===== src/rtl/stq_pkg.sv =====
// shared types and constants of the stack to queue transfer engine
package stq_pkg;

  // field widths of the stream payloads
  localparam int unsigned OP_W       = 3;
  localparam int unsigned IN_DATA_W  = 32;
  localparam int unsigned OUT_DATA_W = 32;
  localparam int unsigned STATUS_W   = 2;

  // packing of the slave side tdata: op in the lowest bits, then the word
  localparam int unsigned OP_LSB    = 0;
  localparam int unsigned DIN_LSB   = OP_LSB + OP_W;
  localparam int unsigned S_TDATA_W = ((DIN_LSB + IN_DATA_W + 7) / 8) * 8;
  localparam int unsigned M_TDATA_W = ((OUT_DATA_W + 7) / 8) * 8;

  // operation codes
  typedef enum logic [OP_W-1:0] {
    OP_PUSH = 3'd0,
    OP_POP  = 3'd1,
    OP_ENQ  = 3'd2,
    OP_DEQ  = 3'd3,
    OP_XFER = 3'd4,
    OP_DUMP = 3'd5
  } op_e;

  // result status codes
  typedef enum logic [STATUS_W-1:0] {
    ST_OK    = 2'd0,
    ST_EMPTY = 2'd1,
    ST_FULL  = 2'd2
  } status_e;

  // sequencer states
  typedef enum logic [2:0] {
    S_IDLE,
    S_POP_WAIT,
    S_DEQ_WAIT,
    S_XFER_RD,
    S_XFER_WR,
    S_DUMP
  } state_e;

endpackage


===== src/rtl/stq_ram.sv =====
// generic single write port, single read port ram with registered read data
module stq_ram #(
  parameter int unsigned WIDTH = 32,
  parameter int unsigned DEPTH = 32
) (
  input  logic                     clk_i,
  input  logic                     we_i,
  input  logic [$clog2(DEPTH)-1:0] waddr_i,
  input  logic [WIDTH-1:0]         wdata_i,
  input  logic                     re_i,
  input  logic [$clog2(DEPTH)-1:0] raddr_i,
  output logic [WIDTH-1:0]         rdata_o
);

  logic [WIDTH-1:0] mem_q [DEPTH];
  logic [WIDTH-1:0] rdata_q;

  // write port
  always_ff @(posedge clk_i) begin
    if (we_i) begin
      mem_q[waddr_i] <= wdata_i;
    end
  end

  // read port, data held until the next read
  always_ff @(posedge clk_i) begin
    if (re_i) begin
      rdata_q <= mem_q[raddr_i];
    end
  end

  assign rdata_o = rdata_q;

endmodule


===== src/rtl/stack_to_queue_transfer_engine_unit.sv =====
// top level of the stack to queue transfer engine
//
// One input transfer on the s_axis channel carries an operation code and a
// word: push, pop, enqueue, dequeue, transfer of the whole stack into the
// queue tail (order reversed), or dump of the queue from head to tail.
// Results leave on the m_axis channel: the word in tdata, the status
// (ok, empty, full) in tuser, and tlast on the final result of an item.
// Push and enqueue answer in the cycle after acceptance; pop and dequeue
// first read the word from a memory with registered read data, then pass it
// to the output register. Transfer moves one word at a time (stack read,
// then queue write) until the stack is empty or the queue is full and ends
// with one result. Dump reads the queue memory once per word and delivers
// one word per cycle while the receiver takes them. Op codes six and seven
// give no result. One item is worked on at a time; s_axis_tready_o is high
// only while the sequencer is idle and the output register can take a
// result.
// Reset clears the counts and the head pointer; the memories are not cleared
// and need no clearing pass. When the receiver stalls, the result waits in
// the output register and the sequencer holds until it is taken.
module stack_to_queue_transfer_engine_unit
  import stq_pkg::*;
#(
  parameter int unsigned DATA_WIDTH  = 32,
  parameter int unsigned STACK_DEPTH = 32,
  parameter int unsigned QUEUE_DEPTH = 32
) (
  input  logic                 clk_i,
  input  logic                 rst_ni,
  input  logic                 s_axis_tvalid_i,
  output logic                 s_axis_tready_o,
  input  logic [S_TDATA_W-1:0] s_axis_tdata_i,  // op [2:0], data_in [34:3]
  output logic                 m_axis_tvalid_o,
  input  logic                 m_axis_tready_i,
  output logic [M_TDATA_W-1:0] m_axis_tdata_o,  // data_out [31:0]
  output logic [STATUS_W-1:0]  m_axis_tuser_o,  // status [1:0]
  output logic                 m_axis_tlast_o
);

  localparam int unsigned SAW = $clog2(STACK_DEPTH);
  localparam int unsigned SCW = $clog2(STACK_DEPTH + 1);
  localparam int unsigned QAW = $clog2(QUEUE_DEPTH);
  localparam int unsigned QCW = $clog2(QUEUE_DEPTH + 1);

  state_e state_q, state_d;
  logic [SCW-1:0] sc_q, sc_d;
  logic [QAW-1:0] qh_q, qh_d;
  logic [QCW-1:0] qc_q, qc_d;
  logic [QAW-1:0] dptr_q, dptr_d;
  logic [QCW-1:0] dleft_q, dleft_d;

  logic                  out_valid_q, out_valid_d;
  logic [OUT_DATA_W-1:0] out_data_q;
  status_e               out_status_q;
  logic                  out_last_q;

  // memory ports
  logic                  st_we, st_re;
  logic [SAW-1:0]        st_waddr, st_raddr;
  logic [DATA_WIDTH-1:0] st_wdata, st_rdata;
  logic                  qu_we, qu_re;
  logic [QAW-1:0]        qu_waddr, qu_raddr;
  logic [DATA_WIDTH-1:0] qu_wdata, qu_rdata;

  // result from the sequencer
  logic                  emit;
  logic [DATA_WIDTH-1:0] emit_data;
  status_e               emit_status;
  logic                  emit_last;

  logic                  out_free;
  op_e                   in_op;
  logic [DATA_WIDTH-1:0] in_word;
  logic                  stack_full, stack_empty, queue_full, queue_empty;
  logic [QAW:0]          tail_sum;
  logic [QAW-1:0]        q_tail, qh_inc, dptr_inc;

  // input fields
  assign in_op   = op_e'(s_axis_tdata_i[OP_LSB +: OP_W]);
  assign in_word = DATA_WIDTH'(s_axis_tdata_i[DIN_LSB +: IN_DATA_W]);

  // store status
  assign stack_full  = (sc_q == SCW'(STACK_DEPTH));
  assign stack_empty = (sc_q == '0);
  assign queue_full  = (qc_q == QCW'(QUEUE_DEPTH));
  assign queue_empty = (qc_q == '0);

  // circular queue pointers
  assign tail_sum = (QAW+1)'(qh_q) + (QAW+1)'(qc_q);
  assign q_tail   = (tail_sum >= (QAW+1)'(QUEUE_DEPTH)) ?
                    QAW'(tail_sum - (QAW+1)'(QUEUE_DEPTH)) : QAW'(tail_sum);
  assign qh_inc   = (qh_q == QAW'(QUEUE_DEPTH - 1)) ? '0 : qh_q + QAW'(1);
  assign dptr_inc = (dptr_q == QAW'(QUEUE_DEPTH - 1)) ? '0 : dptr_q + QAW'(1);

  assign out_free = !out_valid_q || m_axis_tready_i;

  // sequencer: next state, memory accesses and results
  always_comb begin
    state_d         = state_q;
    sc_d            = sc_q;
    qh_d            = qh_q;
    qc_d            = qc_q;
    dptr_d          = dptr_q;
    dleft_d         = dleft_q;
    st_we           = 1'b0;
    st_waddr        = SAW'(sc_q);
    st_wdata        = in_word;
    st_re           = 1'b0;
    st_raddr        = SAW'(sc_q - SCW'(1));
    qu_we           = 1'b0;
    qu_waddr        = q_tail;
    qu_wdata        = in_word;
    qu_re           = 1'b0;
    qu_raddr        = qh_q;
    emit            = 1'b0;
    emit_data       = '0;
    emit_status     = ST_OK;
    emit_last       = 1'b1;
    s_axis_tready_o = 1'b0;
    case (state_q)
      S_IDLE: begin
        s_axis_tready_o = out_free;
        if (s_axis_tvalid_i && out_free) begin
          case (in_op)
            OP_PUSH: begin
              emit = 1'b1;
              if (stack_full) begin
                emit_status = ST_FULL;
              end else begin
                st_we = 1'b1;
                sc_d  = sc_q + SCW'(1);
              end
            end
            OP_POP: begin
              if (stack_empty) begin
                emit        = 1'b1;
                emit_data   = '1;
                emit_status = ST_EMPTY;
              end else begin
                st_re   = 1'b1;
                sc_d    = sc_q - SCW'(1);
                state_d = S_POP_WAIT;
              end
            end
            OP_ENQ: begin
              emit = 1'b1;
              if (queue_full) begin
                emit_status = ST_FULL;
              end else begin
                qu_we = 1'b1;
                qc_d  = qc_q + QCW'(1);
              end
            end
            OP_DEQ: begin
              if (queue_empty) begin
                emit        = 1'b1;
                emit_data   = '1;
                emit_status = ST_EMPTY;
              end else begin
                qu_re   = 1'b1;
                qh_d    = qh_inc;
                qc_d    = qc_q - QCW'(1);
                state_d = S_DEQ_WAIT;
              end
            end
            OP_XFER: begin
              state_d = S_XFER_RD;
            end
            OP_DUMP: begin
              if (queue_empty) begin
                emit        = 1'b1;
                emit_data   = '1;
                emit_status = ST_EMPTY;
              end else begin
                qu_re   = 1'b1;
                dptr_d  = qh_inc;
                dleft_d = qc_q;
                state_d = S_DUMP;
              end
            end
            default: begin
              // unused codes are dropped without a result
            end
          endcase
        end
      end
      S_POP_WAIT: begin
        if (out_free) begin
          emit      = 1'b1;
          emit_data = st_rdata;
          state_d   = S_IDLE;
        end
      end
      S_DEQ_WAIT: begin
        if (out_free) begin
          emit      = 1'b1;
          emit_data = qu_rdata;
          state_d   = S_IDLE;
        end
      end
      S_XFER_RD: begin
        if (stack_empty) begin
          if (out_free) begin
            emit    = 1'b1;
            state_d = S_IDLE;
          end
        end else if (queue_full) begin
          if (out_free) begin
            emit        = 1'b1;
            emit_status = ST_FULL;
            state_d     = S_IDLE;
          end
        end else begin
          st_re   = 1'b1;
          sc_d    = sc_q - SCW'(1);
          state_d = S_XFER_WR;
        end
      end
      S_XFER_WR: begin
        qu_we    = 1'b1;
        qu_wdata = st_rdata;
        qc_d     = qc_q + QCW'(1);
        state_d  = S_XFER_RD;
      end
      S_DUMP: begin
        if (out_free) begin
          emit      = 1'b1;
          emit_data = qu_rdata;
          emit_last = (dleft_q == QCW'(1));
          if (dleft_q == QCW'(1)) begin
            state_d = S_IDLE;
          end else begin
            qu_re    = 1'b1;
            qu_raddr = dptr_q;
            dptr_d   = dptr_inc;
            dleft_d  = dleft_q - QCW'(1);
          end
        end
      end
      default: begin
        state_d = S_IDLE;
      end
    endcase
  end

  // control registers
  always_ff @(posedge clk_i or negedge rst_ni) begin
    if (!rst_ni) begin
      state_q     <= S_IDLE;
      sc_q        <= '0;
      qh_q        <= '0;
      qc_q        <= '0;
      dptr_q      <= '0;
      dleft_q     <= '0;
      out_valid_q <= 1'b0;
    end else begin
      state_q     <= state_d;
      sc_q        <= sc_d;
      qh_q        <= qh_d;
      qc_q        <= qc_d;
      dptr_q      <= dptr_d;
      dleft_q     <= dleft_d;
      out_valid_q <= out_valid_d;
    end
  end

  // output register
  assign out_valid_d = emit || (out_valid_q && !m_axis_tready_i);

  always_ff @(posedge clk_i) begin
    if (emit) begin
      out_data_q   <= OUT_DATA_W'(emit_data);
      out_status_q <= emit_status;
      out_last_q   <= emit_last;
    end
  end

  assign m_axis_tvalid_o = out_valid_q;
  assign m_axis_tdata_o  = M_TDATA_W'(out_data_q);
  assign m_axis_tuser_o  = out_status_q;
  assign m_axis_tlast_o  = out_last_q;

  // stack memory
  stq_ram #(
    .WIDTH (DATA_WIDTH),
    .DEPTH (STACK_DEPTH)
  ) u_stack_ram (
    .clk_i   (clk_i),
    .we_i    (st_we),
    .waddr_i (st_waddr),
    .wdata_i (st_wdata),
    .re_i    (st_re),
    .raddr_i (st_raddr),
    .rdata_o (st_rdata)
  );

  // queue memory
  stq_ram #(
    .WIDTH (DATA_WIDTH),
    .DEPTH (QUEUE_DEPTH)
  ) u_queue_ram (
    .clk_i   (clk_i),
    .we_i    (qu_we),
    .waddr_i (qu_waddr),
    .wdata_i (qu_wdata),
    .re_i    (qu_re),
    .raddr_i (qu_raddr),
    .rdata_o (qu_rdata)
  );

endmodule


===== config.mk =====
export PLATFORM = sky130hd
export DESIGN_NAME = stack_to_queue_transfer_engine_unit
export DESIGN_NICKNAME = d
export VERILOG_FILES = /design/src/rtl/stq_pkg.sv /design/src/rtl/stq_ram.sv /design/src/rtl/stack_to_queue_transfer_engine_unit.sv
export SDC_FILE = /design/constraint.sdc
export NUM_CORES = 2
export LEC_CHECK = 0
export BUFFER_PORTS_ARGS = -buffer_cell sky130_fd_sc_hd__buf_2
export CAP_MARGIN = 40
export CORE_MARGIN = 2
export CORE_UTILIZATION = 63
export DETAILED_ROUTE_END_ITERATION = 6
export GPL_TIMING_DRIVEN = 0
export PLACE_DENSITY = 0.87
export SLEW_MARGIN = 20
export SYNTH_ARGS = -nofsm -noshare
export SYNTH_HDL_FRONTEND = slang
export SYNTH_SLANG_ARGS = --single-unit

===== constraint.sdc =====
create_clock -name clk_i -period 7.9 [get_ports clk_i]
set_clock_uncertainty 0.05 [all_clocks]
set_input_delay 0.79 -clock clk_i [delete_from_list [all_inputs] [get_ports clk_i]]
set_output_delay 0.79 -clock clk_i [all_outputs]
set_load 0.005 [all_outputs]

==> impl_metrics.yaml <==
run_status:
  outcome: "complete, but fails checks"
  violations: "DRC"
synth:
  yosys.cell_types.count: 62
  ys_warn_count: 0
  netlist_area_um2: 84710
  ys_seq_area_share_pct: 77.05
  synthArstFlopShare_pct: 1.469
  synth_area_leaders: "edfxtp_1, mux4_2, nand2_1, nand3_1, mux2i_1"
  synth-edff-count: 2147
  ys_ff_latch: 2179
  synth_nets: 4783
  synth.avg_cell_area_um2: 17.94
  ys.flop_type: "edfxtp_1"
  synth_cells: 4721
  synth_area_leader_cell: "edfxtp_1"
  synth_top_cell_area_share_pct: 76.11
cells_and_area:
  multi_input_area_um2: 18720
  design_area_um2: 96730
  layout_common_cells: "edfxtp_1, nand2_1, mux4_2"
  fin_nets: 5195
  register_area_um2: 65270
  final_common_cell: "edfxtp_1"
  areaGrowthSynthToFinish_pct: 14.19
  post_layout_nonfiller_instances: 7073
  fillers: 6842
  drive_gt1_share_pct: 19.95
placed_design:
  dpl.cell_count: 6678
  dpl_cell_area_um2: 90100
  place_congestion: 0.9543
  io_buffers: 74
  place_hpwl_um: 160000
route:
  via_per_inst: 7.553
  vias: 53420
  firstDrtPassIters: 7
  avgRoutedWirePerCell_um: 38.64
  routed_wirelength_um: 273300
  drcViolationCount: 16
  ant_nets: 0
  drt_iter0_drc: 11840
cts:
  cts_tree: "built"
  cts_buffer_depth: 3
  clock-root-buffer: "clkbuf_16"
  post_cts_buffers: 0
  cts.reportedPaths.clkPinSlew_ns: 0.07
  htreeDepth: 4
  clock_sinks: 2179
  numCtsBuffers: 194
  clock_latency_ns: 0.90
timing:
  final-hold-violation-count: 0
  relSlewSlack_pct: 31.32
  tightest_slew_ns: 1.030
  setup_viol: 0
  min_period_ns: 6.246
  setup_tns_ns: 0
  max_freq_mhz: 160.1
  rsz0062_at_grt: "no"
  slew_viol_final: 0
  timing.final.crit_share_pct: 79.06
job:
  cap_violations: 0
floorplanning:
  ios: 81
  die_h_um: 370.7
  die_w_um: 370.7
  die-area_um2: 137400
  core_area_um2: 133500
  start_util_pct: 63.47
  rows: 134
critical_path:
  end_kind: "register"
  cp.required_ns: 8.44
  cp.arrival_ns: 6.79
  cp-start-kind: "register"
  crit_type: "register to register"
  crit_path_max_fanout: 10
grt:
  grt_pass1_vias: 52540
  grt.busiest_layer: "met2"
  gr-usage-met2_pct: 64.20
  grt_use_total_pct: 39.37
  grt_start_max_net_pins: 34
  grt_pass1_wl_um: 376200
  grt.overflow.total: 0
  antenna_found_initial: 25
  use_met3_pct: 11.84
  use_met1_pct: 44.23
min_path:
  hold_class: "primary input to async pin"
power:
  ir_worst_vdd_uv: 335.3
  power_leakage_nw: 31.45
  p_per_area_nw_per_um2: 372.2
-- synthesized netlist by cell type (12+ instances only) --
master    number
ha_1          17
edfxtp_1    2147
inv_1         16
buf_2         80
a31oi_1       72
nor4_1        33
nand3_1      242
a32oi_1       97
xor2_1        13
a22o_1        94
o21ai_0       56
clkbuf_1     156
nand2_1      734
mux2i_1      102
mux4_2       320
mux2_2        69
a22oi_1       34
buf_4         12
nor2_1        95
a21oi_1      152
dfrtp_1       32
buf_1         29
-- kinds of logic after synthesis --
family          synth area share (%)
flops                          77.05
simple gates                   5.941
compound gates                 4.357
mux                            10.63
buf+inv                        1.517
xor+xnor                      0.2275
fa+ha+maj                     0.2747
-- sequential cells by signal, summed over array words and instances, names as in the netlist, 5 cells and up --
name	count
dptr_q	5
u_queue_ram.rdata_o	32
qc_q	6
sc_q	6
u_queue_ram.mem_q	1024
u_stack_ram.rdata_o	32
m_axis_tdata_o	32
qh_q	5
dleft_q	6
u_stack_ram.mem_q	1024
-- final timing paths --
check / endpoint / depth (start not counted) / slack (ns) / from
setup reg to reg: u_stack_ram.rdata_o[17]$_DFFE_PP_ / 11 / 1.65 / sc_q[0]$_DFFE_PN0P_
max in group asynchronous: dptr_q[3]$_DFFE_PN0P_ / 3 / 7.17 / rst_ni
min in group clk_i: u_stack_ram.mem_q[5][1]$_DFFE_PP_ / 1 / 0.43 / s_axis_tdata_i[4]
hold / removal: sc_q[4]$_DFFE_PN0P_ / 2 / 0.25 / rst_ni
setup / recovery: u_stack_ram.rdata_o[17]$_DFFE_PP_ / 11 / 1.65 / sc_q[0]$_DFFE_PN0P_
hold reg to reg: sc_q[5]$_DFFE_PN0P_ / 1 / 0.51 / sc_q[5]$_DFFE_PN0P_
-- metrics by stage --
step	worst slack [ns]	hold WS, ns	power (mW)	utilization [%]
after floorplan	2.270	0.4039	20.63	-
after global placement	-0.7139	0.4260	23.98	65.41
after detailed placement	2.044	0.4376	25.03	67.51
after global routing	1.795	0.2538	36.42	72.46
after CTS	1.846	0.3815	35.09	72.25
final	1.654	0.2463	36.01	72.48
-- worst max-delay path, cell delays in order (launching register included) --
cell and delay, ns:
dfrtp_1 0.43, clkbuf_1 0.78, buf_2 0.58, buf_1 0.39, inv_1 0.17, ha_1 0.36
clkbuf_1 0.38, clkbuf_1 0.70, clkbuf_1 0.76, mux4_2 0.47, mux4_2 0.56, mux2_2 0.34
-- timing repair --
item                                   CTS  global route
resized for setup                        0             0
hold buffers                             1             0
endpoints found under the hold margin   32             0
-- where the power goes --
group	switching, mW	internal [mW]
Clock	4.51	5.32
Sequential	0.312	13.5
Combinational	7.96	4.42
Total	12.8	23.2
-- area by class of cell --
type / instances / area share (%)
Antenna cell: 11 / 0.02846
Buffer: 280 / 1.265
Clock buffer: 238 / 5.277
Clock inverter: 119 / 1.242
Inverter: 17 / 0.06855
Multi-Input combinational cell: 2245 / 19.35
Sequential cell: 2179 / 67.48
Tap cell: 1768 / 2.287
Timing Repair Buffer: 216 / 3.003
-- routing by layer --
layer,wire [um],vias to the layer above
met1,77040,25740
met2,130800,6363
met3,39150,1653
li1,-,19650
met5,163,-
met4,26140,22
Power figures use the tool's default switching activity.
